`config.mk`:
```
export PLATFORM = sky130hd
export DESIGN_NAME = bitmap_block_allocator_top
export DESIGN_NICKNAME = d
export VERILOG_FILES = /design/src/rtl/core/bba_pkg.sv /design/src/rtl/core/bba_ram.sv /design/src/rtl/core/bba_front.sv /design/src/rtl/core/bba_back.sv /design/src/rtl/core/bitmap_block_allocator_top.sv
export SDC_FILE = /design/constraint.sdc
export NUM_CORES = 2
export LEC_CHECK = 0
export BUFFER_PORTS_ARGS = -buffer_cell sky130_fd_sc_hd__buf_2
export CORE_AREA = 3 3 395 397
export DETAILED_ROUTE_END_ITERATION = 6
export DIE_AREA = 0 0 398 400
export GPL_ROUTABILITY_DRIVEN = 0
export PLACE_DENSITY_LB_ADDON = 0.05
export SYNTH_ARGS = -nofsm -noshare
export SYNTH_HDL_FRONTEND = slang
export SYNTH_SLANG_ARGS = --single-unit
```
`constraint.sdc`:
```
create_clock -name clock -period 8.5 [get_ports clock]
set_clock_uncertainty 0.2 [all_clocks]
set_input_delay 0.85 -clock clock [delete_from_list [all_inputs] [get_ports clock]]
set_output_delay 0.85 -clock clock [all_outputs]
set_load 0.01 [all_outputs]
```
`src/rtl/core/bba_pkg.sv`:
```
// Package for the bitmap block allocator: types, codes and default sizes.
// No dependencies; used by bba_front, bba_back and the top under rtl/core.
package bba_pkg;

   localparam int DefWordBits = 32;
   localparam int DefNumWords = 32;

   localparam int ActionWidth = 2;
   localparam int StatusWidth = 2;
   localparam int IndexWidth  = 10;
   localparam int AddrWidth   = 32;
   localparam int BsizeWidth  = 17;
   localparam int WordsWidth  = 6;
   localparam int CsrIdxWidth = 2;
   localparam int CsrDatWidth = 32;

   typedef enum logic [ActionWidth-1:0] {
      ACT_ALLOC = 2'd0,
      ACT_FREE  = 2'd1,
      ACT_CLEAR = 2'd2,
      ACT_NONE  = 2'd3
   } action_type;

   typedef enum logic [StatusWidth-1:0] {
      ST_OK      = 2'd0,
      ST_FULL    = 2'd1,
      ST_OUTSIDE = 2'd2,
      ST_RSVD    = 2'd3
   } status_type;

   localparam logic [CsrIdxWidth-1:0] CSR_BLOCK_SIZE   = 2'd0;
   localparam logic [CsrIdxWidth-1:0] CSR_WORDS_IN_USE = 2'd1;
   localparam logic [CsrIdxWidth-1:0] CSR_HEAP_BASE    = 2'd2;

   // Command handed from the front end to the back end
   typedef struct packed {
      action_type        action;
      logic [AddrWidth-1:0] address;
   } cmd_type;

endpackage

```
`src/rtl/core/bba_ram.sv`:
```
// Generic single-port-write, single-port-read RAM with registered read data.
// No dependencies.
module bba_ram #(
   parameter int Width = 32,
   parameter int Depth = 32
) (
   input  logic                     clock,
   input  logic                     wr_en,
   input  logic [$clog2(Depth)-1:0] wr_addr,
   input  logic [Width-1:0]         wr_data,
   input  logic [$clog2(Depth)-1:0] rd_addr,
   output logic [Width-1:0]         rd_data
);
   logic [Width-1:0] mem_ff [Depth];
   logic [Width-1:0] rd_data_ff;

   always_ff @(posedge clock) begin
      if (wr_en) begin
         mem_ff[wr_addr] <= wr_data;
      end
      rd_data_ff <= mem_ff[rd_addr];
   end

   assign rd_data = rd_data_ff;
endmodule

```
`src/rtl/core/bba_front.sv`:
```
// Front end: accepts items, holds them in a short command queue.
// Depends on bba_pkg.
module bba_front
   import bba_pkg::*;
(
   input  logic                   clock,
   input  logic                   reset,
   input  logic                   push,
   output logic                   full,
   input  logic [ActionWidth-1:0] req_action,
   input  logic [AddrWidth-1:0]   req_address,
   output logic                   cmd_valid,
   input  logic                   cmd_take,
   output cmd_type                cmd
);
   cmd_type    q_ff [2];
   logic [1:0] count_ff, count_in;
   logic       rd_ptr_ff, rd_ptr_in, wr_ptr_ff, wr_ptr_in;
   logic       do_push, do_pop;

   assign full      = (count_ff == 2'd2);
   assign cmd_valid = (count_ff != 2'd0);
   assign cmd       = q_ff[rd_ptr_ff];
   assign do_push   = push && !full;
   assign do_pop    = cmd_take && cmd_valid;

   always_comb begin
      count_in  = count_ff + {1'b0, do_push} - {1'b0, do_pop};
      rd_ptr_in = rd_ptr_ff ^ do_pop;
      wr_ptr_in = wr_ptr_ff ^ do_push;
   end

   // Advance pointers and count
   always_ff @(posedge clock) begin
      if (reset) begin
         count_ff  <= '0;
         rd_ptr_ff <= 1'b0;
         wr_ptr_ff <= 1'b0;
      end else begin
         count_ff  <= count_in;
         rd_ptr_ff <= rd_ptr_in;
         wr_ptr_ff <= wr_ptr_in;
      end
   end

   // Store payload
   always_ff @(posedge clock) begin
      if (do_push) begin
         q_ff[wr_ptr_ff] <= '{action: action_type'(req_action), address: req_address};
      end
   end

   property p_no_overflow;
      @(posedge clock) disable iff (reset) count_ff <= 2'd2;
   endproperty
   a_no_overflow: assert property (p_no_overflow) else $error("cmd queue overflow");

   property p_pop_nonempty;
      @(posedge clock) disable iff (reset) (count_ff == 2'd0 && !do_push) |=> count_ff == 2'd0;
   endproperty
   a_pop_nonempty: assert property (p_pop_nonempty) else $error("cmd queue underflow");

   property p_count_step;
      @(posedge clock) disable iff (reset) (do_push && !do_pop) |=> count_ff == $past(count_ff) + 2'd1;
   endproperty
   a_count_step: assert property (p_count_step) else $error("cmd count mismatch");
endmodule

```
`src/rtl/core/bba_back.sv`:
```
// Back end: scans the bitmap RAM, computes addresses, divides on free,
// and posts one result per command. Depends on bba_pkg and bba_ram.
module bba_back
   import bba_pkg::*;
#(
   parameter int WordBits = DefWordBits,
   parameter int NumWords = DefNumWords
) (
   input  logic                   clock,
   input  logic                   reset,
   input  logic                   cmd_valid,
   output logic                   cmd_take,
   input  cmd_type                cmd,
   input  logic [BsizeWidth-1:0]  block_size,
   input  logic [WordsWidth-1:0]  words_in_use,
   input  logic [AddrWidth-1:0]   heap_base,
   output logic                   res_valid,
   input  logic                   res_take,
   output logic [StatusWidth-1:0] res_status,
   output logic [IndexWidth-1:0]  res_index,
   output logic [AddrWidth-1:0]   res_address
);
   localparam int WIdxW  = (NumWords > 1) ? $clog2(NumWords) : 1;
   localparam int BitW   = $clog2(WordBits);
   localparam int NW1    = $clog2(NumWords + 1);
   localparam int CntW   = (NW1 > WordsWidth) ? NW1 : WordsWidth;
   localparam int BlkW   = CntW + BitW;
   localparam int IdxW   = WIdxW + BitW;
   localparam int SelW   = (IdxW > 1) ? $clog2(IdxW) : 1;
   localparam int SpanW  = BlkW + BsizeWidth;
   localparam int QW     = 33;
   localparam int DivW   = 6;
   localparam logic [CntW-1:0] NumWordsC = CntW'(NumWords);

   typedef enum logic [3:0] {
      S_IDLE, S_CLR, S_RD, S_CHK, S_MUL, S_DIV, S_FRD, S_FWAIT, S_FWR, S_OUT
   } state_type;

   state_type               state_ff;
   logic [WIdxW-1:0]        hint_ff;
   logic [WIdxW-1:0]        w_ff;
   logic [CntW-1:0]         n_ff;
   logic [CntW-1:0]         k_ff;
   logic [NumWords-1:0]     valid_ff;       // per-word valid, invalid reads zero
   logic [IdxW-1:0]         idx_ff;
   logic [BitW-1:0]         bit_ff;
   logic [QW-1:0]           rem_ff;
   logic [DivW-1:0]         dcnt_ff;
   logic [StatusWidth-1:0]  st_ff;
   logic [IndexWidth-1:0]   oidx_ff;
   logic [AddrWidth-1:0]    oaddr_ff;
   logic                    ovalid_ff;
   logic [WordBits-1:0]     word_ff;

   logic                    wr_en;
   logic [WIdxW-1:0]        wr_addr, rd_addr;
   logic [WordBits-1:0]     wr_data, rd_raw, rd_word;
   logic [BitW-1:0]         lowz;
   logic                    word_full;
   logic [CntW-1:0]         act_n;
   logic [SpanW-1:0]        span;
   logic [AddrWidth:0]      hi_bound, offs;
   logic [QW:0]             trial;

   bba_ram #(.Width(WordBits), .Depth(NumWords)) u_ram (
      .clock(clock), .wr_en(wr_en), .wr_addr(wr_addr), .wr_data(wr_data),
      .rd_addr(rd_addr), .rd_data(rd_raw)
   );

   assign rd_word   = valid_ff[w_ff] ? rd_raw : '0;
   assign word_full = &rd_word;
   assign act_n     = (CntW'(words_in_use) > NumWordsC) ? NumWordsC : CntW'(words_in_use);

   // Find lowest clear bit
   always_comb begin
      lowz = '0;
      for (int i = WordBits - 1; i >= 0; i--) begin
         if (!rd_word[i]) lowz = BitW'(i);
      end
   end

   assign span     = SpanW'({n_ff, {BitW{1'b0}}}) * SpanW'(block_size);
   assign hi_bound = (AddrWidth+1)'(heap_base) + (AddrWidth+1)'(span);
   assign offs     = {1'b0, cmd.address} - {1'b0, heap_base};
   assign trial    = {1'b0, rem_ff} - ((QW+1)'(block_size) << dcnt_ff[SelW-1:0]);

   assign cmd_take  = (state_ff == S_OUT) && !ovalid_ff;
   assign res_valid = ovalid_ff;
   assign res_status  = st_ff;
   assign res_index   = oidx_ff;
   assign res_address = oaddr_ff;

   always_comb begin
      rd_addr = w_ff;
      wr_en   = 1'b0;
      wr_addr = w_ff;
      wr_data = rd_word;
      if (state_ff == S_CHK && cmd.action == ACT_ALLOC && !word_full && k_ff < n_ff) begin
         wr_en   = 1'b1;
         wr_data = rd_word | (WordBits'(1) << lowz);
      end else if (state_ff == S_FWR) begin
         wr_en   = 1'b1;
         wr_data = word_ff & ~(WordBits'(1) << bit_ff);
      end
   end

   // Hold state, pointers and result register
   always_ff @(posedge clock) begin
      if (reset) begin
         state_ff  <= S_IDLE;
         hint_ff   <= '0;
         valid_ff  <= '0;
         ovalid_ff <= 1'b0;
      end else begin
         if (res_take && ovalid_ff) ovalid_ff <= 1'b0;
         unique case (state_ff)
            S_IDLE: begin
               // Start only once the previous result has been read
               if (cmd_valid && !ovalid_ff) begin
                  n_ff  <= act_n;
                  k_ff  <= '0;
                  w_ff  <= (CntW'(hint_ff) < act_n) ? hint_ff : '0;
                  st_ff <= (cmd.action == ACT_ALLOC && act_n == '0) ? ST_FULL : ST_OK;
                  oidx_ff <= '0; oaddr_ff <= '0;
                  unique case (cmd.action)
                     ACT_ALLOC: state_ff <= (act_n == '0) ? S_OUT : S_RD;
                     ACT_FREE:  state_ff <= S_CHK;
                     ACT_CLEAR: state_ff <= S_CLR;
                     default:   state_ff <= S_OUT;
                  endcase
               end
            end
            S_CLR: begin
               valid_ff <= '0;
               state_ff <= S_OUT;
            end
            S_RD: state_ff <= (cmd.action == ACT_ALLOC) ? S_CHK : S_FWAIT;
            S_CHK: begin
               if (cmd.action == ACT_FREE) begin
                  // Containment check on the entry cycle
                  if (cmd.address < heap_base || hi_bound <= {1'b0, cmd.address}
                      || block_size == '0 || n_ff == '0) begin
                     st_ff    <= ST_OUTSIDE;
                     state_ff <= S_OUT;
                  end else begin
                     rem_ff   <= QW'(offs);
                     idx_ff   <= '0;
                     dcnt_ff  <= DivW'(IdxW - 1);
                     state_ff <= S_DIV;
                  end
               end else if (k_ff >= n_ff) begin
                  st_ff    <= ST_FULL;
                  state_ff <= S_OUT;
               end else if (!word_full) begin
                  valid_ff[w_ff] <= 1'b1;
                  hint_ff  <= w_ff;
                  idx_ff   <= {w_ff, lowz};
                  oidx_ff  <= IndexWidth'({w_ff, lowz});
                  state_ff <= S_MUL;
               end else begin
                  k_ff     <= k_ff + 1'b1;
                  w_ff     <= (CntW'(w_ff) + 1'b1 >= n_ff) ? '0 : w_ff + 1'b1;
                  state_ff <= S_RD;
               end
            end
            S_MUL: begin
               oaddr_ff <= heap_base + AddrWidth'(AddrWidth'(idx_ff) * AddrWidth'(block_size));
               state_ff <= S_OUT;
            end
            S_DIV: begin
               // One quotient bit per cycle, restoring
               if (!trial[QW]) begin
                  rem_ff <= trial[QW-1:0];
                  idx_ff[dcnt_ff[SelW-1:0]] <= 1'b1;
               end
               if (dcnt_ff == '0) state_ff <= S_FRD;
               dcnt_ff <= dcnt_ff - 1'b1;
            end
            S_FRD: begin
               w_ff     <= idx_ff[IdxW-1:BitW];
               bit_ff   <= idx_ff[BitW-1:0];
               oidx_ff  <= IndexWidth'(idx_ff);
               state_ff <= S_RD;
            end
            S_FWAIT: begin
               word_ff  <= rd_word;
               state_ff <= S_FWR;
            end
            S_FWR: begin
               valid_ff[w_ff] <= 1'b1;
               state_ff <= S_OUT;
            end
            S_OUT: begin
               if (!ovalid_ff) begin
                  ovalid_ff <= 1'b1;
                  state_ff  <= S_IDLE;
               end
            end
            default: state_ff <= S_IDLE;
         endcase
      end
   end

   property p_take_once;
      @(posedge clock) disable iff (reset) cmd_take |=> !cmd_take;
   endproperty
   a_take_once: assert property (p_take_once) else $error("double command take");

   property p_hint_range;
      @(posedge clock) disable iff (reset) (state_ff == S_MUL) |-> CntW'(hint_ff) < n_ff;
   endproperty
   a_hint_range: assert property (p_hint_range) else $error("hint out of range");

   property p_full_status;
      @(posedge clock) disable iff (reset) (cmd_take && st_ff == ST_FULL) |-> oaddr_ff == '0;
   endproperty
   a_full_status: assert property (p_full_status) else $error("full result carries address");
endmodule

```
`src/rtl/core/bitmap_block_allocator_top.sv`:
```
// Channel   Handshake           Payload
// req       push / full         req_action, req_address
// rsp       empty / pop         rsp_status, rsp_block_index, rsp_block_address
// csr       csr_valid/csr_ready csr_index, csr_data
// Allocate finishes soonest when the hint word has room and takes longer for each full word
// skipped; a full 32-word pool reports full.
// Free runs the address through the one-bit-per-cycle divider; an address
// outside the pool, clear and the unused action skip the divider.
// Reset empties the bitmap at once through per-word valid bits.
// A two-entry command queue takes items while the back end works; the back end
// holds its next command until the one result register has been popped.
// Depends on bba_pkg, bba_front, bba_back.
module bitmap_block_allocator_top
   import bba_pkg::*;
#(
   parameter int WordBits = DefWordBits,
   parameter int NumWords = DefNumWords
) (
   input  logic                   clock,
   input  logic                   reset,
   input  logic                   push,
   output logic                   full,
   input  logic [ActionWidth-1:0] req_action,
   input  logic [AddrWidth-1:0]   req_address,
   output logic                   empty,
   input  logic                   pop,
   output logic [StatusWidth-1:0] rsp_status,
   output logic [IndexWidth-1:0]  rsp_block_index,
   output logic [AddrWidth-1:0]   rsp_block_address,
   input  logic                   csr_valid,
   output logic                   csr_ready,
   input  logic [CsrIdxWidth-1:0] csr_index,
   input  logic [CsrDatWidth-1:0] csr_data
);
   logic [BsizeWidth-1:0] block_size_ff;
   logic [WordsWidth-1:0] words_in_use_ff;
   logic [AddrWidth-1:0]  heap_base_ff;
   logic                  cmd_valid, cmd_take, res_valid;
   cmd_type               cmd;

   assign csr_ready = 1'b1;
   assign empty     = !res_valid;

   // Hold configuration registers
   always_ff @(posedge clock) begin
      if (reset) begin
         block_size_ff   <= BsizeWidth'(16);
         words_in_use_ff <= WordsWidth'(32);
         heap_base_ff    <= '0;
      end else if (csr_valid) begin
         case (csr_index)
            CSR_BLOCK_SIZE:   block_size_ff   <= csr_data[BsizeWidth-1:0];
            CSR_WORDS_IN_USE: words_in_use_ff <= csr_data[WordsWidth-1:0];
            CSR_HEAP_BASE:    heap_base_ff    <= csr_data;
            default: ;
         endcase
      end
   end

   bba_front u_front (
      .clock(clock), .reset(reset), .push(push), .full(full),
      .req_action(req_action), .req_address(req_address),
      .cmd_valid(cmd_valid), .cmd_take(cmd_take), .cmd(cmd)
   );

   bba_back #(.WordBits(WordBits), .NumWords(NumWords)) u_back (
      .clock(clock), .reset(reset), .cmd_valid(cmd_valid), .cmd_take(cmd_take),
      .cmd(cmd), .block_size(block_size_ff), .words_in_use(words_in_use_ff),
      .heap_base(heap_base_ff), .res_valid(res_valid), .res_take(pop),
      .res_status(rsp_status), .res_index(rsp_block_index),
      .res_address(rsp_block_address)
   );
endmodule

```
**Yosys cells after proc, flatten, opt, wreduce, memory -nomap -nowiden**

Memory sizes are Yosys's and may differ from the RTL's. A register that Yosys moved wholly into a read port is not among the register bits.
Index checks and enable logic that the tools add are counted.

- Memory bits (read-only): 0
- Input bits: 73
- Memory bits (writable): 1,092
- Output and inout bits: 47
- Memories kept: 2
- Bits in registers: 248
- Bits in latches: 0

Memory list:

| name | depth | bits a word | read ports | clocked after memory_dff | write ports | line | source |
|---|---|---|---|---|---|---|---|
| u_back.u_ram.mem_ff | 32 | 32 | 1 | 1 | 1 | bba_ram.sv:14 | `logic [Width-1:0] mem_ff [Depth];` |
| u_front.q_ff | 2 | 34 | 1 | 1 | 1 | bba_front.sv:16 | `cmd_type q_ff [2];` |

- Reduce and logical (&&, ||, !) cells: 49
- Multiply operators: 2
- Eq/ne operators: 29
- Bitwise operators: 11
- Shift-type cells: 3
- Div/mod/pow operators: 0
- Magnitude comparators: 11
- Mux-type cells: 103
- Add/subtract/negate cells: 10

Operators by type and width:

| kind | number |
|---|---|
| $mux W32 | 7 |
| $mux W5 | 38 |
| $mux W33 | 3 |
| $pmux W32 S3 | 1 |
| $mux W10 | 7 |
| $pmux W33 S2 | 1 |
| $or A32 B32 Y32 | 2 |
| $pmux W32 S2 | 1 |
| $shl A1 B5 Y32 const A | 2 |
| $mux W6 | 7 |
| $shl A17 B4 Y34 | 1 |
| $sub A33 B34 Y34 | 1 |
| $add A32 B28 Y33 | 1 |
| $le A33 B32 Y1 | 1 |
| $sub A32 B32 Y33 | 1 |
| $add A32 B27 Y32 | 1 |
| $and A32 B32 Y32 | 1 |
| $lt A32 B32 Y1 | 1 |
| $not A32 Y32 | 1 |
| $pmux W4 S8 | 1 |
| $reduce_and A32 Y1 | 1 |
| $pmux W10 S3 | 1 |
| $mux W4 | 7 |
| $mul A10 B17 Y27 | 1 |
| other kinds (53) | 129 |

**Logic depth before layout (Yosys ltp)**

- Depth in word-level cells: 39
- Depth in mapped cells: 36

**Modules after synthesis**

From an unflattened synthesis, not the netlist that was laid out.

- Cells, all modules: 5,480
- Area total of the unflattened synthesis: 70,147.3 sq um

By module, submodules not included:

| module | cells each | sequential area each (sq um) | area an instance (sq um) | instances |
|---|---|---|---|---|
| bba_ram | 2,260 | 31,390.1 | 40,492.6 | 1 |
| bba_back | 2,868 | 5,255.0 | 24,597.3 | 1 |
| bba_front | 129 | 2,122.0 | 2,710.1 | 1 |
| bitmap_block_allocator_top | 223 | 1,101.1 | 2,347.3 | 1 |

**Least setup slack after synthesis**

No wires, ideal clock.

- Path type: register -> register
- Start: register u_back.n_ff[0]
- End: register u_back.rem_ff[0] (enable)
- Buffers on the path: 1
- Data required time: 7.866 ns
- Arrival: 8.379 ns
- Slack: -0.513 ns
- Cell stages (with the launch flop): 31
- Library setup time: 0.434 ns
- Cell sequence: edfxtp_1 clkbuf_1 and2_1 fa_1 fa_1 inv_1 fa_1 inv_1 ha_1 a21oi_1 nor2b_1 a311oi_1 a21oi_1 a21o_1 a21oi_1 xnor2_1 ha_1 or3_1 or4b_1 nand2_1 o21ai_0 a31oi_1 xnor2_1 ha_1 nand3_1 o21a_1 a21oi_1 a21oi_1 nor4_1 o22ai_1 a21oi_1

- Cells in the longest elaborated chain, start to end: 8

RTL lines:

| what | line | source |
|---|---|---|
| start, declared | bba_back.sv:42 | `logic [CntW-1:0] n_ff;` |
| start signal, assigned | bba_back.sv:120 | `n_ff <= act_n;` |
| $mul A6 B17 Y23 | bba_back.sv:82 | `assign span = SpanW'({n_ff, {BitW{1'b0}}}) * SpanW'(block_size);` |
| $add A32 B28 Y33 | bba_back.sv:83 | `assign hi_bound = (AddrWidth+1)'(heap_base) + (AddrWidth+1)'(span);` |
| $le A33 B32 Y1 | bba_back.sv:141 | `if (cmd.address < heap_base \|\| hi_bound <= {1'b0, cmd.address}` |
| $logic_or A1 B1 Y1 | bba_back.sv:141 |  |
| $logic_or A1 B1 Y1 | bba_back.sv:142 | `\|\| block_size == '0 \|\| n_ff == '0) begin` |
| $logic_or A1 B1 Y1 * | bba_back.sv:142 |  |
| $ne A2 B2 Y1 (no line) * | -- |  |
| $reduce_and A5 Y1 (no line) * | -- |  |
| end signal, assigned | bba_back.sv:146 | `rem_ff <= QW'(offs);` |
| end signal, assigned | bba_back.sv:173 | `rem_ff <= trial[QW-1:0];` |
| end, declared | bba_back.sv:47 | `logic [QW-1:0] rem_ff;` |

Mark *: on every way between the ends. The rest lies on a longest branch, timed or not.
A chain may end at the register's enable or synchronous reset.

**Final worst setup path**

- Start: register u_back.n_ff[0]
- End: register u_back.dcnt_ff[1] (enable)

- Cells in the longest elaborated chain, start to end: 8

RTL lines:

| what | line | source |
|---|---|---|
| $mul A6 B17 Y23 | bba_back.sv:82 |  |
| $add A32 B28 Y33 | bba_back.sv:83 |  |
| $le A33 B32 Y1 | bba_back.sv:141 |  |
| $logic_or A1 B1 Y1 | bba_back.sv:141 |  |
| $logic_or A1 B1 Y1 | bba_back.sv:142 |  |
| $logic_or A1 B1 Y1 * | bba_back.sv:142 |  |
| $ne A2 B2 Y1 (no line) * | -- |  |
| $reduce_and A4 Y1 (no line) * | -- |  |
| end signal, assigned | bba_back.sv:148 | `dcnt_ff <= DivW'(IdxW - 1);` |
| end signal, assigned | bba_back.sv:177 | `dcnt_ff <= dcnt_ff - 1'b1;` |
| end, declared | bba_back.sv:48 | `logic [DivW-1:0] dcnt_ff;` |

Marked as above.

==> results.txt <==
final setup violation count - 0
clock share of power - 0.365
Flop pwr share - 0.459
met2 global-route usage - 0.443
maximum vdd drop - 215 uV
Power Internal - 13100 uW
Die H - 400 um
minimum clock period - 8.01 ns
Starting Density - 0.450
multiplexer share of the synthesized area - 0.0992
number of max-cap violations - 0
Die X - 398 um
die area - 159000 um2
Num CTS Buffers - 152
Remaining Overflow, GRT - 0
placement row count - 143
CTS tree - built
clk root buf - clkbuf_16
xor/xnor share of the synthesized area - 0.0142
Max Clk Rate - 0.125 GHz
Post-Synth Adder-Cell Area - 0.107
Pwr Total - 18300 uW
Compound-Gate Fraction of Synth Area - 0.0792
Worst Path Required - 8.74 ns
drt drc - 0
NumNets Final - 5647
Slew HR - 0.105
CP bufs+invs - 4
clk_lat worst skew - 0.79 ns
largest net degree at the start of global routing - 99
Period Utilization, post-route - 0.943
post-synthesis cell count - 4914
Seq/Total Area, Yosys - 0.582
Place WS - -0.256 ns
Hold WC Path Type - primary input to flip-flop
diode count - 0
CP Class - flip-flop to flip-flop
Arr. time, crit path - 8.25 ns
largest family of logic cells by synthesized area - adder cells
Initial DRT Pass Iterations - 5
H-tree levels - 4
status - complete, no violations
PD cells - 236 nW/um2
CP max-delay cell - fa_1
clk slew on worst S/H paths - 0.06 ns
Post-synth top flop - edfxtp_1
hold_buf cts - 0
CTS Buffer Depth - 3
gr usage total - 0.253
met3 global-route usage - 0.0299
Worst Tran Pin Value - 1.34 ns
drt initial violations - 3737
final hold viol count - 0
Gate power share - 0.176
share of cells above drive strength 1 - 0.172
Slew Limit Fails - 0
Synth top area share - 0.543
Synth Area in Simple Gates - 0.0843
Setup crit end kind - flip-flop
hpwl dp - 128 mm
EDFF count, synth - 1239
syn nets - 5448
top post-synthesis cells by area - edfxtp_1 (54%), mux4_2 (8.7%), fa_1 (6.1%)
vias in the first global route - 42100
Synth cell types - 95
Yosys top cell by area - edfxtp_1
post-route setup TNS - 0 ns
leak pwr - 0.0278 uW
first-pass GRT wire length - 292 mm
CP max stage delay - 0.48 ns
IO buf count - 118
vias per cell - 5.78
setup slack after layout - 0.487 ns
grt met1 use - 0.330
DR vias - 42000
grt peak-use layer - met2
Mapped Area - 68500 um2
Sw Share - 0.282
Area Growth Syn to Fin - 13.3%
Post-Syn Area per Cell - 13.9 um2
Top cell by count, worst path - ha_1
post-route ant nets - 0
CP top delay family - compound AO/OA/AOI/OAI gates
yosys warns - 0
NetSw - 5150 uW
routed wire length - 201 mm
CP Max Fanout - 6
clk sink count - 1372
Routed WL per cell - 27.7 um
initial antenna violation count - 1
critical path startpoint category - flip-flop
post-synthesis register bit count - 1372
CORE AREA - 152000 um2
Top-Level Pins - 120
asr flop ratio synth - 0
==> sequential cells by signal, summed over array words and instances, names as in the netlist <==
name                  count
block_size_ff            17
u_front.q_ff             68
u_front.rd_ptr_ff         1
u_back.u_ram.mem_ff    1024
u_back.n_ff               6
u_back.bit_ff             5
u_back.res_address       32
u_back.res_status         2
u_back.rd_addr            5
u_back.res_index         10
u_back.valid_ff          32
u_back.k_ff               6
heap_base_ff             32
u_back.state_ff           4
u_back.u_ram.rd_data     32
u_back.hint_ff            5
u_back.idx_ff            10
u_back.dcnt_ff            6
words_in_use_ff           6
u_back.res_valid          1
u_front.wr_ptr_ff         1
u_back.rem_ff            33
u_back.word_ff           32
u_front.count_ff          2
==> layout by cell type, fill, tap and decap left out, drive strengths merged, types with 181 or more instances in the layout <==
master	netlist	final
ha	252	252
fa	209	209
buf	66	270
o21ai	181	181
and2	208	208
nand2	374	374
inv	381	383
a21oi	212	213
edfxtp	1239	1239
clkbuf	160	218
nor2	258	258
mux4	264	264
==> synth_stat cells (8+ instances only) <==
library cell and n:
or3_1 23, mux4_2 264, mux2i_1 76, inv_1 380
o22ai_1 13, and3_1 22, nand2b_1 53, nor2b_1 30
mux2_2 8, o221ai_1 9, buf_1 39, nand3_1 48
nor4_1 8, xnor2_1 66, nand2_1 369, a21oi_1 212
a31o_2 8, o21a_1 60, o21bai_1 10, a22oi_1 133
or2_2 18, nand3b_1 9, a21o_1 56, buf_2 24
nor2_1 258, ha_1 252, edfxtp_1 1239, dfxtp_1 133
and2_1 207, nand4_1 56, o21ai_0 171, o211ai_1 16
a31oi_1 18, fa_1 209, xor2_1 45, nor3_1 51
a211o_1 9, a211oi_1 21, a221oi_1 8, clkbuf_1 160
o31ai_1 9
==> metrics by stage <==
stage	util	cells	hold WS (ns)	area, um2
3_5_place_dp	0.475	6983	0.254	72300
3_3_place_gp	0.475	6983	0.245	72300
4_1_cts	0.509	7265	0.0134	77500
6_report	0.510	7270	0.0723	77600
5_1_grt	0.510	7270	0.0238	77600
2_1_floorplan	-	4914	0.224	68500
==> power by group through the flow <==
| stage | clock network (uW) | logic, uW | registers, uW |
|---|---|---|---|
| after floorplan | 0 | 2080 | 8470 |
| after global placement | 0 | 3220 | 8540 |
| after detailed placement | 0 | 3240 | 8540 |
| after CTS | 6800 | 3260 | 8400 |
| after global routing | 7090 | 3540 | 8420 |
| final | 6680 | 3230 | 8400 |
==> kinds of logic (layout without fill, tap and decap cells) <==
group / after synthesis / count (layout)
AO/OA/AOI/OAI: 830 / 831
XOR/XNOR: 111 / 111
adder cells (fa/ha/maj): 462 / 462
buffers and inverters: 609 / 934
flip-flops: 1372 / 1372
multiplexers: 348 / 348
other: 1 / 1
AND/OR/NAND/NOR: 1181 / 1181
==> what timing repair did <==
item | in CTS | in global routing
pin swaps | 1 | 9
setup endpoints to repair | 49 | 53
cloned | 1 | 0
setup buffers | 0 | 5
gates resized for setup | 3 | 20
==> per-layer routing <==
metal	up-vias	part of all wire
met2	1190	0.51
met5	-	0
met1	21800	0.41
li1	18700	-
met3	299	0.045
met4	0	0.034
==> path summary, 6_finish.rpt <==
check / startpoint / endpoint / slack, ns / depth (start not counted)
min: req_address[5] / u_front.q_ff[1][5] / 0.07 / 1
min reg2reg: u_back.valid_ff[4] / u_back.valid_ff[4] / 0.26 / 1
max: u_back.n_ff[0] / u_back.dcnt_ff[1] / 0.49 / 33
max reg2reg: u_back.n_ff[0] / u_back.dcnt_ff[1] / 0.49 / 33
==> area by class of cell <==
class / instances / area [um2]
well taps: 2030 / 2540
fillers: 13000 / 74600
inverters: 383 / 1440
clock buffers: 218 / 4260
flip-flops and latches: 1372 / 39900
repair buffers: 270 / 1800
multi-input cells: 2934 / 26900
clock inverters: 63 / 861
No activity file was read; power rests on OpenSTA's default activity.
